[src/sv/ifd_pkg.sv]
`default_nettype none

package ifd_pkg;

    localparam int CHANNELS_DEF = 14;
    localparam int CENTER_DEF   = 1500;

    localparam int APB_ADDR_W = 5;
    localparam int APB_DATA_W = 32;

    // frame store holds byte pairs: pair k is bytes 2k and 2k+1
    localparam int FRAME_PAIRS = 16;
    localparam int PAIR_AW     = 4;
    localparam int POS_W       = 5;
    localparam int CHAN_W      = 4;

    localparam logic [15:0]      SUM_INIT = 16'hFFFF;
    localparam logic [POS_W-1:0] SUM_LEN  = 5'd30;
    localparam logic [POS_W-1:0] LAST_POS = 5'd31;
    localparam logic [7:0]       CNT_MAX  = 8'hFF;

    typedef enum logic [1:0] {
        LINK_NOSYNC = 2'd0,
        LINK_ACQ    = 2'd1,
        LINK_READY  = 2'd2,
        LINK_FAIL   = 2'd3
    } t_link;

    typedef enum logic [2:0] {
        EV_NONE   = 3'd0,
        EV_ABORT  = 3'd1,
        EV_BADSUM = 3'd2,
        EV_HELD   = 3'd3,
        EV_PUB    = 3'd4
    } t_event;

    typedef enum logic [2:0] {
        REG_START   = 3'd0,
        REG_COMMAND = 3'd1,
        REG_ACQUIRE = 3'd2,
        REG_SKIP    = 3'd3,
        REG_LOW     = 3'd4,
        REG_HIGH    = 3'd5
    } t_reg_idx;

    typedef enum logic [1:0] {
        ST_IDLE,
        ST_STEP,
        ST_READ,
        ST_EMIT
    } t_state;

    typedef struct packed {
        logic [7:0]  start_byte;
        logic [7:0]  command_byte;
        logic [7:0]  acquire_frames;
        logic [7:0]  frames_to_skip;
        logic [15:0] pulse_low_limit;
        logic [15:0] pulse_high_limit;
    } t_cfg;

    typedef struct packed {
        logic capture;
        logic step;
        logic read;
        logic emit;
    } t_cmd;

    typedef struct packed {
        logic step_pub;
        logic out_free;
        logic last_chan;
    } t_stat;

endpackage

`default_nettype wire

[src/sv/ifd_in_if.sv]
`default_nettype none

interface ifd_in_if;
    logic       valid;
    logic       ready;
    logic [7:0] data_byte;
    logic       rx_error;
    logic       gap_seen;

    modport source (output valid, output data_byte, output rx_error, output gap_seen,
                    input ready);
    modport sink (input valid, input data_byte, input rx_error, input gap_seen,
                  output ready);
endinterface

`default_nettype wire

[src/sv/ifd_out_if.sv]
`default_nettype none

interface ifd_out_if;
    logic        valid;
    logic        ready;
    logic [1:0]  link_state;
    logic [2:0]  frame_event;
    logic [3:0]  channel_index;
    logic [15:0] channel_value;
    logic        last_result;

    modport source (output valid, output link_state, output frame_event,
                    output channel_index, output channel_value, output last_result,
                    input ready);
    modport sink (input valid, input link_state, input frame_event,
                  input channel_index, input channel_value, input last_result,
                  output ready);
endinterface

`default_nettype wire

[src/sv/ifd_ram.sv]
`default_nettype none

module ifd_ram #(
    parameter int WIDTH = 16,
    parameter int DEPTH = 16
) (
    input  wire logic                     i_clk,
    input  wire logic                     i_we,
    input  wire logic [$clog2(DEPTH)-1:0] i_waddr,
    input  wire logic [WIDTH-1:0]         i_wdata,
    input  wire logic                     i_re,
    input  wire logic [$clog2(DEPTH)-1:0] i_raddr,
    output logic      [WIDTH-1:0]         o_rdata
);

    logic [WIDTH-1:0] r_mem [DEPTH];
    logic [WIDTH-1:0] r_rdata;

    always_ff @(posedge i_clk) begin
        if (i_we) begin
            r_mem[i_waddr] <= i_wdata;
        end
        if (i_re) begin
            r_rdata <= r_mem[i_raddr];
        end
    end

    assign o_rdata = r_rdata;

endmodule

`default_nettype wire

[src/sv/ifd_ctrl.sv]
`default_nettype none

module ifd_ctrl (
    input  wire logic          i_clk,
    input  wire logic          i_rst_n,
    input  wire logic          i_in_valid,
    output logic               o_in_ready,
    input  wire ifd_pkg::t_stat i_stat,
    output ifd_pkg::t_cmd      o_cmd
);

    import ifd_pkg::*;

    t_state r_state;
    t_state n_state;

    always_ff @(posedge i_clk) begin
        if (!i_rst_n) begin
            r_state <= ST_IDLE;
        end else begin
            r_state <= n_state;
        end
    end

    always_comb begin
        n_state    = r_state;
        o_cmd      = '0;
        o_in_ready = 1'b0;
        case (r_state)
            ST_IDLE: begin
                o_in_ready = 1'b1;
                if (i_in_valid) begin
                    o_cmd.capture = 1'b1;
                    n_state       = ST_STEP;
                end
            end
            ST_STEP: begin
                // a non-publishing step writes its result straight to the output register
                if (i_stat.out_free) begin
                    o_cmd.step = 1'b1;
                    n_state    = i_stat.step_pub ? ST_READ : ST_IDLE;
                end
            end
            ST_READ: begin
                o_cmd.read = 1'b1;
                n_state    = ST_EMIT;
            end
            ST_EMIT: begin
                if (i_stat.out_free) begin
                    o_cmd.emit = 1'b1;
                    n_state    = i_stat.last_chan ? ST_IDLE : ST_READ;
                end
            end
            default: begin
                n_state = ST_IDLE;
            end
        endcase
    end

endmodule

`default_nettype wire

[src/sv/ifd_datapath.sv]
`default_nettype none

module ifd_datapath #(
    parameter int CHANNELS     = ifd_pkg::CHANNELS_DEF,
    parameter int CENTER_VALUE = ifd_pkg::CENTER_DEF
) (
    input  wire logic          i_clk,
    input  wire logic          i_rst_n,
    input  wire ifd_pkg::t_cmd i_cmd,
    output ifd_pkg::t_stat     o_stat,
    input  wire ifd_pkg::t_cfg i_cfg,
    input  wire logic [7:0]    i_data_byte,
    input  wire logic          i_rx_error,
    input  wire logic          i_gap_seen,
    input  wire logic          i_out_ready,
    output logic               o_out_valid,
    output logic [1:0]         o_link_state,
    output logic [2:0]         o_frame_event,
    output logic [3:0]         o_channel_index,
    output logic [15:0]        o_channel_value,
    output logic               o_last_result
);

    import ifd_pkg::*;

    localparam int CH_W = (CHANNELS > 1) ? $clog2(CHANNELS) : 1;
    localparam logic [CHAN_W-1:0] LAST_CHAN = CHAN_W'(CHANNELS - 1);
    localparam logic [15:0]       CENTER    = 16'(CENTER_VALUE);

    // captured transaction
    logic [7:0] r_byte;
    logic       r_err;
    logic       r_gap;

    // frame tracking
    logic [POS_W-1:0] r_pos,  n_pos;
    t_link            r_link, n_link;
    logic [7:0]       r_acq,  n_acq;
    logic [7:0]       r_skip, n_skip;
    logic [15:0]      r_sum,  n_sum;
    logic [7:0]       r_low,  n_low;
    t_event           step_ev;
    logic             ram_we;

    logic [7:0]  acq_inc;
    logic [7:0]  skip_inc;
    logic [15:0] sum_sub;

    // publish loop
    logic [CHAN_W-1:0] r_chan;
    logic [15:0]       r_store [CHANNELS];
    logic [15:0]       pair_data;
    logic              in_range;
    logic [15:0]       new_value;

    logic        r_out_valid;
    logic [1:0]  r_out_link;
    logic [2:0]  r_out_ev;
    logic [3:0]  r_out_idx;
    logic [15:0] r_out_val;
    logic        r_out_last;

    assign acq_inc  = (r_acq == CNT_MAX) ? r_acq : r_acq + 8'd1;
    assign skip_inc = (r_skip == CNT_MAX) ? r_skip : r_skip + 8'd1;
    assign sum_sub  = r_sum - {8'd0, r_byte};

    always_comb begin
        n_pos   = r_pos;
        n_link  = r_link;
        n_acq   = r_acq;
        n_skip  = r_skip;
        n_sum   = r_sum;
        n_low   = r_low;
        step_ev = EV_NONE;
        ram_we  = 1'b0;
        if (r_err) begin
            n_pos   = '0;
            n_link  = LINK_FAIL;
            step_ev = EV_ABORT;
        end else if (r_pos == '0) begin
            if (r_gap && r_byte == i_cfg.start_byte) begin
                n_pos = POS_W'(1);
                n_sum = SUM_INIT - {8'd0, r_byte};
                n_low = r_byte;
                if (r_link == LINK_NOSYNC) begin
                    n_link = LINK_ACQ;
                    n_acq  = '0;
                end
            end
        end else if (r_gap) begin
            n_pos   = '0;
            n_link  = LINK_FAIL;
            step_ev = EV_ABORT;
        end else if (r_pos == POS_W'(1)) begin
            if (r_byte == i_cfg.command_byte) begin
                ram_we = 1'b1;
                n_pos  = POS_W'(2);
                n_sum  = sum_sub;
                if (r_link == LINK_NOSYNC) begin
                    n_link = LINK_ACQ;
                    n_acq  = '0;
                end
            end
        end else begin
            // even byte waits in r_low, odd byte completes the pair
            if (r_pos[0]) begin
                ram_we = 1'b1;
            end else begin
                n_low = r_byte;
            end
            if (r_pos < SUM_LEN) begin
                n_sum = sum_sub;
            end
            if (r_pos == LAST_POS) begin
                n_pos = '0;
                if ({r_byte, r_low} != r_sum) begin
                    n_link  = LINK_FAIL;
                    step_ev = EV_BADSUM;
                end else begin
                    if (r_link == LINK_ACQ) begin
                        n_acq = acq_inc;
                        if (acq_inc >= i_cfg.acquire_frames) begin
                            n_link = LINK_READY;
                        end
                    end else begin
                        n_link = LINK_READY;
                    end
                    if (skip_inc <= i_cfg.frames_to_skip) begin
                        n_skip  = skip_inc;
                        step_ev = EV_HELD;
                    end else begin
                        n_skip  = '0;
                        step_ev = EV_PUB;
                    end
                end
            end else begin
                n_pos = r_pos + POS_W'(1);
            end
        end
    end

    ifd_ram #(
        .WIDTH(16),
        .DEPTH(FRAME_PAIRS)
    ) u_frame_ram (
        .i_clk  (i_clk),
        .i_we   (i_cmd.step && ram_we),
        .i_waddr(r_pos[POS_W-1:1]),
        .i_wdata({r_byte, r_low}),
        .i_re   (i_cmd.read),
        .i_raddr(PAIR_AW'(r_chan) + PAIR_AW'(1)),
        .o_rdata(pair_data)
    );

    assign in_range  = (pair_data > i_cfg.pulse_low_limit) &&
                       (pair_data < i_cfg.pulse_high_limit);
    assign new_value = in_range ? pair_data : r_store[r_chan[CH_W-1:0]];

    always_ff @(posedge i_clk) begin
        if (i_cmd.capture) begin
            r_byte <= i_data_byte;
            r_err  <= i_rx_error;
            r_gap  <= i_gap_seen;
        end
        if (i_cmd.step) begin
            r_sum <= n_sum;
            r_low <= n_low;
        end
        if (i_cmd.step && step_ev != EV_PUB) begin
            r_out_link <= 2'(n_link);
            r_out_ev   <= 3'(step_ev);
            r_out_idx  <= '0;
            r_out_val  <= '0;
            r_out_last <= 1'b1;
        end else if (i_cmd.emit) begin
            r_out_link <= 2'(r_link);
            r_out_ev   <= 3'(EV_PUB);
            r_out_idx  <= r_chan;
            r_out_val  <= new_value;
            r_out_last <= (r_chan == LAST_CHAN);
        end
    end

    always_ff @(posedge i_clk) begin
        if (!i_rst_n) begin
            r_pos       <= '0;
            r_link      <= LINK_NOSYNC;
            r_acq       <= '0;
            r_skip      <= '0;
            r_chan      <= '0;
            r_out_valid <= 1'b0;
            for (int i = 0; i < CHANNELS; i++) begin
                r_store[i] <= CENTER;
            end
        end else begin
            if (i_cmd.step) begin
                r_pos  <= n_pos;
                r_link <= n_link;
                r_acq  <= n_acq;
                r_skip <= n_skip;
                r_chan <= '0;
            end else if (i_cmd.emit) begin
                r_chan <= r_chan + CHAN_W'(1);
                r_store[r_chan[CH_W-1:0]] <= new_value;
            end
            if ((i_cmd.step && step_ev != EV_PUB) || i_cmd.emit) begin
                r_out_valid <= 1'b1;
            end else if (i_out_ready) begin
                r_out_valid <= 1'b0;
            end
        end
    end

    assign o_stat.step_pub  = (step_ev == EV_PUB);
    assign o_stat.out_free  = !r_out_valid || i_out_ready;
    assign o_stat.last_chan = (r_chan == LAST_CHAN);

    assign o_out_valid     = r_out_valid;
    assign o_link_state    = r_out_link;
    assign o_frame_event   = r_out_ev;
    assign o_channel_index = r_out_idx;
    assign o_channel_value = r_out_val;
    assign o_last_result   = r_out_last;

endmodule

`default_nettype wire

[src/sv/ibus_frame_decoder.sv]
`default_nettype none

// serial radio-frame decoder: takes one received byte per transaction with its
// receive-error and line-gap flags, frames 32-byte frames (start byte after a gap,
// command byte, channel pairs, 16-bit checksum), tracks the link state and, on a
// published frame, returns one result per channel (new value if strictly between
// the pulse limits, else the stored value); every other byte returns one result.
// A byte is captured, then stepped once the output register is free; on a
// published frame each channel pair is then fetched from the frame store through
// its single read port, compared and written back. Results are held in an output
// register, so a stalled sink only delays further results. The user must write
// configuration over the APB port while no byte is in flight (not enforced).
module ibus_frame_decoder #(
    parameter int CHANNELS     = ifd_pkg::CHANNELS_DEF,
    parameter int CENTER_VALUE = ifd_pkg::CENTER_DEF
) (
    input  wire logic                           i_clk,
    input  wire logic                           i_rst_n,
    ifd_in_if.sink                              i_in,
    ifd_out_if.source                           o_out,
    input  wire logic                           psel,
    input  wire logic                           penable,
    input  wire logic                           pwrite,
    input  wire logic [ifd_pkg::APB_ADDR_W-1:0] paddr,
    input  wire logic [ifd_pkg::APB_DATA_W-1:0] pwdata,
    output logic      [ifd_pkg::APB_DATA_W-1:0] prdata,
    output logic                                pready
);

    import ifd_pkg::*;

    t_cfg     r_cfg;
    t_cmd     cmd;
    t_stat    stat;
    t_reg_idx reg_idx;
    logic     cfg_wr;

    assign pready  = 1'b1;
    assign cfg_wr  = psel && penable && pwrite;
    assign reg_idx = t_reg_idx'(paddr[APB_ADDR_W-1:2]);

    always_ff @(posedge i_clk) begin
        if (!i_rst_n) begin
            r_cfg.start_byte       <= 8'd32;
            r_cfg.command_byte     <= 8'd64;
            r_cfg.acquire_frames   <= 8'd5;
            r_cfg.frames_to_skip   <= 8'd0;
            r_cfg.pulse_low_limit  <= 16'd750;
            r_cfg.pulse_high_limit <= 16'd2250;
        end else if (cfg_wr) begin
            case (reg_idx)
                REG_START:   r_cfg.start_byte       <= pwdata[7:0];
                REG_COMMAND: r_cfg.command_byte     <= pwdata[7:0];
                REG_ACQUIRE: r_cfg.acquire_frames   <= pwdata[7:0];
                REG_SKIP:    r_cfg.frames_to_skip   <= pwdata[7:0];
                REG_LOW:     r_cfg.pulse_low_limit  <= pwdata[15:0];
                REG_HIGH:    r_cfg.pulse_high_limit <= pwdata[15:0];
                default: begin
                end
            endcase
        end
    end

    always_comb begin
        case (reg_idx)
            REG_START:   prdata = {24'd0, r_cfg.start_byte};
            REG_COMMAND: prdata = {24'd0, r_cfg.command_byte};
            REG_ACQUIRE: prdata = {24'd0, r_cfg.acquire_frames};
            REG_SKIP:    prdata = {24'd0, r_cfg.frames_to_skip};
            REG_LOW:     prdata = {16'd0, r_cfg.pulse_low_limit};
            REG_HIGH:    prdata = {16'd0, r_cfg.pulse_high_limit};
            default:     prdata = '0;
        endcase
    end

    ifd_ctrl u_ctrl (
        .i_clk     (i_clk),
        .i_rst_n   (i_rst_n),
        .i_in_valid(i_in.valid),
        .o_in_ready(i_in.ready),
        .i_stat    (stat),
        .o_cmd     (cmd)
    );

    ifd_datapath #(
        .CHANNELS    (CHANNELS),
        .CENTER_VALUE(CENTER_VALUE)
    ) u_datapath (
        .i_clk          (i_clk),
        .i_rst_n        (i_rst_n),
        .i_cmd          (cmd),
        .o_stat         (stat),
        .i_cfg          (r_cfg),
        .i_data_byte    (i_in.data_byte),
        .i_rx_error     (i_in.rx_error),
        .i_gap_seen     (i_in.gap_seen),
        .i_out_ready    (o_out.ready),
        .o_out_valid    (o_out.valid),
        .o_link_state   (o_out.link_state),
        .o_frame_event  (o_out.frame_event),
        .o_channel_index(o_out.channel_index),
        .o_channel_value(o_out.channel_value),
        .o_last_result  (o_out.last_result)
    );

endmodule

`default_nettype wire
[src/flat_wrapper.sv]
// flat-port wrapper written by rule: the top's interface ports become plain ports
module ibus_frame_decoder_flat import ifd_pkg::*;
#(
    parameter int CHANNELS     = ifd_pkg::CHANNELS_DEF,
    parameter int CENTER_VALUE = ifd_pkg::CENTER_DEF
)
  (i_clk, i_rst_n, psel, penable, pwrite, paddr, pwdata, prdata, pready, i_in_valid, i_in_data_byte, i_in_rx_error, i_in_gap_seen, i_in_ready, o_out_valid, o_out_link_state, o_out_frame_event, o_out_channel_index, o_out_channel_value, o_out_last_result, o_out_ready);
  ifd_in_if i_in_i ();
  ifd_out_if o_out_i ();
  input  wire logic i_clk;
  input  wire logic i_rst_n;
  input  wire logic psel;
  input  wire logic penable;
  input  wire logic pwrite;
  input  wire logic [ifd_pkg::APB_ADDR_W-1:0] paddr;
  input  wire logic [ifd_pkg::APB_DATA_W-1:0] pwdata;
  output logic      [ifd_pkg::APB_DATA_W-1:0] prdata;
  output logic pready;
  input wire logic [$bits(i_in_i.valid)-1:0] i_in_valid;
  input wire logic [$bits(i_in_i.data_byte)-1:0] i_in_data_byte;
  input wire logic [$bits(i_in_i.rx_error)-1:0] i_in_rx_error;
  input wire logic [$bits(i_in_i.gap_seen)-1:0] i_in_gap_seen;
  output wire logic [$bits(i_in_i.ready)-1:0] i_in_ready;
  output wire logic [$bits(o_out_i.valid)-1:0] o_out_valid;
  output wire logic [$bits(o_out_i.link_state)-1:0] o_out_link_state;
  output wire logic [$bits(o_out_i.frame_event)-1:0] o_out_frame_event;
  output wire logic [$bits(o_out_i.channel_index)-1:0] o_out_channel_index;
  output wire logic [$bits(o_out_i.channel_value)-1:0] o_out_channel_value;
  output wire logic [$bits(o_out_i.last_result)-1:0] o_out_last_result;
  input wire logic [$bits(o_out_i.ready)-1:0] o_out_ready;
  assign i_in_i.valid = i_in_valid;
  assign i_in_i.data_byte = i_in_data_byte;
  assign i_in_i.rx_error = i_in_rx_error;
  assign i_in_i.gap_seen = i_in_gap_seen;
  assign i_in_ready = i_in_i.ready;
  assign o_out_valid = o_out_i.valid;
  assign o_out_link_state = o_out_i.link_state;
  assign o_out_frame_event = o_out_i.frame_event;
  assign o_out_channel_index = o_out_i.channel_index;
  assign o_out_channel_value = o_out_i.channel_value;
  assign o_out_last_result = o_out_i.last_result;
  assign o_out_i.ready = o_out_ready;
  ibus_frame_decoder #(.CHANNELS(CHANNELS), .CENTER_VALUE(CENTER_VALUE)) u_core (.i_clk(i_clk), .i_rst_n(i_rst_n), .i_in(i_in_i), .o_out(o_out_i), .psel(psel), .penable(penable), .pwrite(pwrite), .paddr(paddr), .pwdata(pwdata), .prdata(prdata), .pready(pready));
endmodule
[config.mk]
export PLATFORM = sky130hd
export DESIGN_NAME = ibus_frame_decoder_flat
export DESIGN_NICKNAME = d
export VERILOG_FILES = /design/src/sv/ifd_pkg.sv /design/src/sv/ifd_in_if.sv /design/src/sv/ifd_out_if.sv /design/src/sv/ifd_ram.sv /design/src/sv/ifd_ctrl.sv /design/src/sv/ifd_datapath.sv /design/src/sv/ibus_frame_decoder.sv /design/src/flat_wrapper.sv
export SDC_FILE = /design/constraint.sdc
export NUM_CORES = 1
export LEC_CHECK = 0
export BUFFER_PORTS_ARGS = -buffer_cell sky130_fd_sc_hd__buf_2
export CAP_MARGIN = 20
export CORE_MARGIN = 10
export CORE_UTILIZATION = 25
export DETAILED_ROUTE_END_ITERATION = 8
export SLEW_MARGIN = 30
export SYNTH_ARGS = -nofsm -noshare
export SYNTH_HDL_FRONTEND = slang
export SYNTH_HIERARCHICAL = 1
export SYNTH_SLANG_ARGS = --single-unit
[constraint.sdc]
create_clock -name i_clk -period 7.7 [get_ports i_clk]
set_input_delay 1.155 -clock i_clk [delete_from_list [all_inputs] [get_ports i_clk]]
set_output_delay 1.155 -clock i_clk [all_outputs]
set_load 0.005 [all_outputs]
### Yosys cells after proc, flatten, opt, wreduce, memory -nomap -nowiden

Memories as Yosys holds them, arrays and structs flattened. A register that Yosys moved wholly into a read port is not among the register bits.
Index checks and enable logic that the tools add are counted.

| cells by class | value |
|---|---|
| $add $sub $neg | 6 |
| $lt $le $gt $ge | 5 |
| equality and inequality tests | 30 |
| mux-type cells | 87 |
| bitwise operators | 6 |
| reductions and logical operators | 32 |

Operators with widths:

| cell | number |
|---|---|
| $mux W8 | 17 |
| $mux W16 | 8 |
| $pmux W16 S6 | 1 |
| $mux W2 | 18 |
| $mux W5 | 7 |
| $mux W3 | 9 |
| $mux W1 | 23 |
| $add A8 B1 Y8 const B | 2 |
| $eq A8 B8 Y1 | 2 |
| $eq A8 B8 Y1 const B | 2 |
| $gt A16 B16 Y1 | 1 |
| $lt A16 B16 Y1 | 1 |
| $ne A16 B16 Y1 | 1 |
| $reduce_or A16 Y1 | 1 |
| $sub A16 B8 Y16 | 1 |
| $mux W4 | 3 |
| $reduce_and A2 Y1 | 6 |
| $reduce_and A6 Y1 | 2 |
| $ne A2 B1 Y1 const B | 5 |
| $sub A1 B9 Y10 const A | 1 |
| $eq A3 B3 Y1 const B | 3 |
| $reduce_bool A3 Y1 | 3 |
| $ge A8 B8 Y1 | 1 |
| $le A8 B8 Y1 | 1 |
| 27 further kinds | 47 |

| storage, ports and cells | value |
|---|---|
| bits in registers | 154 |
| memory bits (writable) | 480 |
| bits of input ports | 54 |
| output and inout bits | 61 |
| word-level logic and storage cells | 191 |
| memories kept | 2 |

Memories:

| name | depth | bits a word | rd ports | clocked after Yosys merged registers in | wr ports | line | text |
|---|---|---|---|---|---|---|---|
| u_core.u_datapath.u_frame_ram.r_mem | 16 | 16 | 1 | 1 | 1 | ifd_ram.sv:16 | `logic [WIDTH-1:0] r_mem [DEPTH];` |
| u_core.u_datapath.r_store | 14 | 16 | 1 | 1 | 14 | ifd_datapath.sv:51 | `logic [15:0] r_store [CHANNELS];` |

### Longest topological paths before layout

Gate-level depths: netlist (run 1).

| logic depth | value |
|---|---|
| word-level depth | 14 |
| depth in mapped cells | 15 |
| depth with buffers taken out | 15 |

### Modules after synthesis

The synthesis (run 1) kept the hierarchy.

By module, submodules not included:

| module | instances | cells each | area each (µm²) | sequential area each (µm²) |
|---|---|---|---|---|
| ifd_datapath | 1 | 1,411 | 17,511.8 | 9,919.5 |
| ifd_ram | 1 | 432 | 10,202.3 | 8,167.8 |
| ibus_frame_decoder | 1 | 339 | 3,151.8 | 1,281.2 |
| ifd_ctrl | 1 | 12 | 105.1 | 40.0 |

### Least setup slack after synthesis (run 1)

OpenSTA, ideal clock, no wires.

| path | value |
|---|---|
| kind | input -> register |
| start | input o_out_ready |
| end | memory u_core.u_datapath.u_frame_ram.r_mem[0][0] (enable) |
| data arrival time | 4,049 ps |
| path slack | 3,242 ps |
| stages on the path | 9 |
| buffers on the path | 1 |
| cells stage by stage | nand2b_1 nand2_1 nor2_1 clkbuf_1 nand2b_1 or3_1 a21oi_1 or3b_2 nor3_1 |

RTL lines:

| item | line | text |
|---|---|---|
| start: declaration | flat_wrapper.sv:30 | `input wire logic [$bits(o_out_i.ready)-1:0] o_out_ready;` |
| end: declaration | ifd_ram.sv:16 |  |

==> results.md, run 1 <==
* Endpoints failing setup at 0
* Final WL at 78.02 mm
* Post-Place Cells at 3,826
* Fin. max-slew vios at 0
* Worst-path clk slew at 0.06 ns
* Fin Clk Skew at 0.02346 ns
* Leading cell type in the layout, fill and taps excluded: edfxtp_1
* GP Congestion at 0.7767
* Drc violations at 0
* Post-synth EDFFs at 567
* Wirelength per Cell at 19.73 um
* RSZ-0062 raised after global routing: false
* Syn-to-layout area delta at 14.23%
* Die Ht at 372.0 um
* Hold Fails Final Rpt at 0
* Post-cts resize count at 0
* Antenna diodes at 0
* Lkg Pwr at 0.01201 uW
* Row count at 129
* Critical Path RT at 7.92 ns
* Fin cells at 3,955
* GRT Util Overall at 10.98%
* Pin count of the biggest net entering global routing at 79
* Clock sink count at 686
* Arr. time, crit path at 4.54 ns
* Most frequent cells in the layout: edfxtp_1 (567), nand2_1 (251), nor2_1 (241)
* Iter 0 DRT Violations at 1,665
* Status: finished, final reports clean
* Flops & latches, synth at 686
* Fraction of layout cells with a size suffix above 1 at 17.69%
* DR vias at 18,270
* Cell area power density at 221.3 nW/um^2
* Synth async-reset ratio at 0%
* Antenna violations before repair at 2
* Post-CTS setup buffers at 0
* R2r worst-path depth at 13
* Post-Syn Area at 30,970 um^2
* Maximum VDD drop at 0.1597 mV
* WL met3 at 4.614 mm
* Pre-antenna DRT Iters at 5
* TritonCTS clock tree: yes
* CP endpoint kind: flop
* Startpoint types: primary input
* DIE AREA at 138,400 um^2
* Hold Path Depth at 2
* H-tree depth at 3
* Worst setup path category: in2reg
* Fin crit share at 56.04%
* Least-Margin Pin Slew at 0.9800 ns
* Initial Utilization at 25.12%
* Sequential area share after synthesis at 62.67%
* TNS Setup at 0 ns
* Worst min path class: reg2reg
* CTS Buf Count at 70
* Min cycle time layout at 4.315 ns
* Distinct cell type count after synthesis at 80
* Number of global-route vias before repair at 18,170
* Root Buffer: clkbuf_16
* Syn avg cell area at 14.12 um^2
* Post-detail-place hpwl at 50.58 mm
* Total gr overflow at 0
* Core area at 123,300 um^2
* Insertion delay to the later sink of the worst-skew pair at 0.62 ns
* Top-Level Pins at 115
* Via-per-instance ratio at 4.618
* Max Root-Sink Buffers at 3
* Area occupied by registers at 19,410 um^2
* First-pass GRT wire length at 116.9 mm
* Crit-path max FO at 29
* # hold bufs at CTS at 0
* Multi-input logic area at 10,530 um^2
* Ys flop type: edfxtp_1
* DRT antenna net count at 0
* Total of max-cap violations at 0
* Top Layer Used: met5
* Fillers at 12,400
* Die Wd at 372.0 um
* Worst slew margin at 34.67%
* Fmax at 231.7 MHz
* Metal-1 WL at 34.39 mm
* NumNets Final at 2,381
* WL met2 at 37.27 mm
* Synthesized netlist cell count at 2,194
* Ys Warns at 6
* Buffers on Ports at 79
-- flip-flops by register name, indices dropped and copies added, names as in the netlist, 2 cells and up, named ones only --
| register | flops |
|---|---|
| u_core/r_cfg | 64 |
| u_core/u_ctrl/r_state | 2 |
| u_core/u_datapath/o_channel_index | 4 |
| u_core/u_datapath/o_channel_value | 16 |
| u_core/u_datapath/o_frame_event | 3 |
| u_core/u_datapath/o_link_state | 2 |
| u_core/u_datapath/r_acq | 8 |
| u_core/u_datapath/r_byte | 8 |
| u_core/u_datapath/r_chan | 4 |
| u_core/u_datapath/r_link | 2 |
| u_core/u_datapath/r_low | 8 |
| u_core/u_datapath/r_pos | 5 |
| u_core/u_datapath/r_skip | 8 |
| u_core/u_datapath/r_store | 256 |
| u_core/u_datapath/r_sum | 16 |
| u_core/u_datapath/u_frame_ram/o_rdata | 16 |
| u_core/u_datapath/u_frame_ram/r_mem | 256 |
-- critical path: stages --
cell	delay, ns
buf_4	0.31
clkinv_1	0.80
nor2_1	0.64
and3_1	0.30
nand3_1	0.39
nand2_1	0.91
-- cell type report --
| cell class | instances | share of cell area [%] |
|---|---|---|
| Clock buffer | 89 | 5.390 |
| Tap cell | 1637 | 5.790 |
| Multi-Input combinational cell | 1286 | 29.77 |
| Inverter | 99 | 1.057 |
| Sequential cell | 686 | 54.88 |
| Clock inverter | 40 | 1.146 |
| Timing Repair Buffer | 118 | 1.973 |
-- cell families (layout without fill, tap and decap cells) --
logic type	after synthesis	count (layout)	share of synthesized area, %
multiplexers	249	249	14.66
AO/OA/AOI/OAI	201	201	4.359
buffers and inverters	237	346	3.733
adder cells (fa/ha/maj)	66	66	2.691
other	2	17	0.02425
flip-flops	686	686	62.67
AND/OR/NAND/NOR	707	707	10.57
XOR/XNOR	46	46	1.301
-- worst paths after layout --
path                                     from  slack, ns                                 end
setup / recovery                      i_rst_n       3.38   u_core/u_datapath/r_store[12][10]
hold reg to reg              u_core/r_cfg[26]       0.47                    u_core/r_cfg[26]
hold / removal               u_core/r_cfg[26]       0.47                    u_core/r_cfg[26]
setup reg to reg  u_core/u_datapath/r_skip[0]       3.41  u_core/u_datapath/o_frame_event[2]
-- Yosys cell counts, types with 5 or more instances --
library cell | count | area share, %
a211o_1 | 6 | 0.17
a211oi_1 | 6 | 0.15
clkbuf_1 | 62 | 0.75
o311ai_0 | 6 | 0.17
mux4_1 | 10 | 0.85
o221ai_1 | 5 | 0.14
nor4_1 | 19 | 0.38
edfxtp_1 | 567 | 55
nand4_1 | 16 | 0.32
o211ai_1 | 5 | 0.12
nor2b_1 | 22 | 0.44
mux2i_4 | 16 | 1.2
nand3_1 | 33 | 0.53
o21ai_0 | 40 | 0.65
mux2_2 | 6 | 0.22
buf_6 | 9 | 0.33
buf_1 | 6 | 0.073
inv_1 | 99 | 1.2
and2_1 | 5 | 0.10
a21oi_1 | 42 | 0.68
nor3_1 | 18 | 0.29
dfxtp_1 | 119 | 7.7
buf_2 | 20 | 0.32
mux4_2 | 134 | 9.7
or2_2 | 6 | 0.12
xnor2_1 | 41 | 1.2
mux2i_1 | 83 | 2.7
a22oi_1 | 43 | 1.0
or3_1 | 6 | 0.12
ha_1 | 65 | 2.6
xor2_1 | 5 | 0.14
buf_4 | 39 | 0.95
a21o_1 | 8 | 0.19
nand2b_1 | 13 | 0.26
and3_1 | 18 | 0.36
nor3b_1 | 17 | 0.41
nor2_1 | 241 | 2.9
nand2_1 | 251 | 3.0
o21a_1 | 12 | 0.29
and3b_1 | 16 | 0.45
-- per-layer routing --
layer	up-vias	track usage [%]
met5	-	0
met4	2	3.361
met3	112	1.511
met2	531	18.04
met1	9320	14.93
li1	8300	-
-- stage by stage --
stage | setup WS, ns | total power (uW) | hold WS [ns] | util, % | area, um^2
6_report | 3.385 | 7828 | 0.4733 | 28.69 | 35380
5_1_grt | 3.060 | 8084 | 0.4965 | 28.69 | 35380
4_1_cts | 3.368 | 7911 | 0.4761 | 28.68 | 35360
3_5_place_dp | 3.116 | 4454 | 0.4678 | 26.80 | 33050
3_3_place_gp | 3.057 | 4447 | 0.4599 | 26.79 | 33040
2_1_floorplan | 3.242 | 4347 | 0.4443 | - | 31030
-- power by group --
group	leakage, uW	total (uW)	internal (uW)	switching (uW)
Combinational	0.00467	274	88.0	186
Clock	0.00113	3460	2030	1430
Sequential	0.00622	4100	4070	28.1
Power figures use the tool's default switching activity.
==> run 2, diff against run 1 <==
==> constraint.sdc (replaced) <==
create_clock -name i_clk -period 4.3 [get_ports i_clk]
set_input_delay 0.645 -clock i_clk [delete_from_list [all_inputs] [get_ports i_clk]]
set_output_delay 0.645 -clock i_clk [all_outputs]
set_load 0.005 [all_outputs]
==> results.md, run 2 (synthesis gave the netlist of run 1 again) <==
* Status: finished, final reports clean
* Buffers on Ports at 79 (unchanged)
* Power, Total at 14,290 uW (+82%)
* Root Buffer: clkbuf_16
* Post-detail-place hpwl at 52.06 mm (+2.9%)
* Worst slew margin at 33.72% (-0.95 points)
* Arr. time, crit path at 4.07 ns (-0.47 ns)
* Number of global-route vias before repair at 18,250 (+0.42%)
* RSZ-0062 raised after global routing: false
* Min cycle time layout at 3.698 ns
* Total gr overflow at 0 (unchanged)
* Power share of the clock group at 45.1% (+0.9 points)
* Antenna diodes at 0 (unchanged)
* Wirelength per Cell at 19.56 um (-0.86%)
* TritonCTS clock tree: yes
* Fmax at 270.4 MHz
* Iter 0 DRT Violations at 1,425 (-14%)
* CTS Buf Count at 69 (-1.4%)
* TNS Setup at 0 ns (unchanged)
* Clock sink count at 686 (unchanged)
* Top-Level Pins at 115 (unchanged)
* Pin count of the biggest net entering global routing at 88 (+11%)
* GP Congestion at 0.7835 (+0.88%)
* Flop pwr share at 51.4% (-0.9 points)
* Most frequent cells in the layout: edfxtp_1 (567), nand2_1 (251), nor2_1 (241)
* Pint at 11,250 uW (+82%)
* Comb power frac at 3.4% (about the same)
* Antenna violations before repair at 1 (-1)
* Worst min path class: in2reg
* # hold bufs at CTS at 0 (unchanged)
* DRT antenna net count at 0 (unchanged)
* Die Ht at 372.0 um (unchanged)
* Reg-to-Reg End: u_core/u_datapath/o_frame_event[2]
* DIE AREA at 138,400 um^2 (unchanged)
* Worst-path clk slew at 0.06 ns (about the same)
* CP endpoint: u_core/u_datapath/o_frame_event[2]
* Max Root-Sink Buffers at 3 (unchanged)
* Least-Margin Pin Slew at 0.9942 ns (+0.01418 ns)
* Switch share at 21.28% (+0.28 points)
* Cell area power density at 398.8 nW/um^2 (+80%)
* Post-cts resize count at 0 (unchanged)
* Hold Fails Final Rpt at 0 (unchanged)
* DR vias at 18,290 (+0.11%)
* GRT Util Overall at 11.01% (+0.034 points)
* Endpoints failing setup at 0 (unchanged)
* Via-per-instance ratio at 4.575 (-0.94%)
* Initial Utilization at 25.12% (unchanged)
* Total of max-cap violations at 0 (unchanged)
* Fin. max-slew vios at 0 (unchanged)
* Final WL at 78.17 mm (+0.19%)
* CP endpoint kind: flop
* Leading cell type in the layout, fill and taps excluded: edfxtp_1
* Reg-to-reg critical path startpoint: u_core/u_datapath/r_skip[0]
* Fraction of layout cells with a size suffix above 1 at 19.41% (+1.7 points)
* R2r worst-path depth at 14 (+1)
* Core area at 123,300 um^2 (unchanged)
* Maximum VDD drop at 0.3907 mV (+140%)
* Row count at 129 (unchanged)
* Die Wd at 372.0 um (unchanged)
* Drc violations at 0 (unchanged)
* Worst Setup SP: u_core/u_datapath/r_skip[0]
* Syn-to-layout area delta at 15.65%
* Lkg Pwr at 0.01226 uW (+2.1%)
* R2R Setup Slk at 0.60 ns (-2.81 ns)
* Worst setup path category: reg2reg
* H-tree depth at 3 (unchanged)
* Crit-path max FO at 23 (-21%)
* Top Registers: u_core/u_datapath/r_store x256, u_core/u_datapath/u_frame_ram/r_mem x256, u_core/r_cfg x64
* Fin crit share at 86.01%
* First-pass GRT wire length at 116.8 mm (about the same)
* Fin Clk Skew at 0.03211 ns (+0.008651 ns)
* Critical Path RT at 4.67 ns (-3.25 ns)
* Pre-antenna DRT Iters at 5 (unchanged)
* Post-CTS setup buffers at 0 (unchanged)
* Startpoint types: flop
* Insertion delay to the later sink of the worst-skew pair at 0.64 ns (+0.02 ns)
* Switching power total at 3040 uW (+85%)
* NumNets Final at 2,425 (+1.8%)
## run 2: cell count changes in the layout (fill, tap and decap cells not counted), sizes merged
cell	change
buf	+45
bufinv	+5
clkbuf	-10
clkinv	-4
clkinvlp	+3
inv	+3
## run 2: per-layer routing
| layer | GRT usage (%) | up-vias | routed length [um] |
|---|---|---|---|
| met4 | 3.225 | 2 | 1576 |
| met5 | 0 | - | 13 |
| met1 | 14.79 | 9302 | 34480 |
| li1 | - | 8401 | - |
| met2 | 18.21 | 484 | 37590 |
| met3 | 1.745 | 96 | 4515 |
## run 2: final cells by class
type                            count  area [um^2]
Timing Repair Buffer              163         1066
Fill cell                       12360        87490
Sequential cell                   686        19410
Tap cell                         1637         2048
Inverter                           99        374.1
Multi-Input combinational cell   1286        10510
Clock inverter                     47        636.9
Clock buffer                       79         1774
## run 2: power by group through the flow
| stage | clock network [uW] | registers [uW] | logic (uW) |
|---|---|---|---|
| 6_report | 6450 | 7350 | 492 |
| 5_1_grt | 6860 | 7350 | 535 |
| 4_1_cts | 6590 | 7350 | 499 |
| 3_5_place_dp | 0 | 7490 | 497 |
| 3_3_place_gp | 0 | 7480 | 492 |
| 2_1_floorplan | 0 | 7470 | 318 |
## run 2: worst min-delay path by stage
| stage | cells past startpoint | endpoint | start | slack (ns) |
|---|---|---|---|---|
| 3_3_place_gp | 2 | u_core/r_cfg[20] | u_core/r_cfg[20] | 0.46 |
| 6_report | 1 | u_core/u_datapath/r_byte[2] | i_in_data_byte[2] | 0.19 |
| 4_1_cts | 1 | u_core/u_datapath/r_byte[2] | i_in_data_byte[2] | 0.16 |
| 3_5_place_dp | 2 | u_core/r_cfg[27] | u_core/r_cfg[27] | 0.47 |
| 5_1_grt | 1 | u_core/u_datapath/r_byte[2] | i_in_data_byte[2] | 0.17 |
| 2_1_floorplan | 2 | u_core/r_cfg[33] | u_core/r_cfg[33] | 0.44 |
## run 2: critical path, stage by stage (launching register included)
cell and delay (ns):
dfxtp_1 0.46, ha_1 0.29, and3_1 0.24, nand3_1 0.23, nand3_1 0.16, o21a_1 0.15, ha_1 0.24, a21o_1 0.18
a21oi_1 0.14, nor2b_1 0.06, o22ai_1 0.27, and2_1 0.28, o21a_1 0.30, buf_4 0.35, inv_1 0.08
## run 2: through the flow
step | hold slack, ns | utilization, % | worst slack [ns] | cells | cell area [um^2]
global route | 0.1730 | 29.05 | 0.3794 | 3997 | 35820
finish | 0.1922 | 29.05 | 0.6017 | 3997 | 35820
CTS | 0.1559 | 29.05 | 0.5873 | 3997 | 35820
global placement | 0.4596 | 27.09 | 0.5663 | 3871 | 33410
floorplan | 0.4443 | - | 0.3521 | 2209 | 31030
detailed placement | 0.4667 | 27.09 | 0.5442 | 3871 | 33410
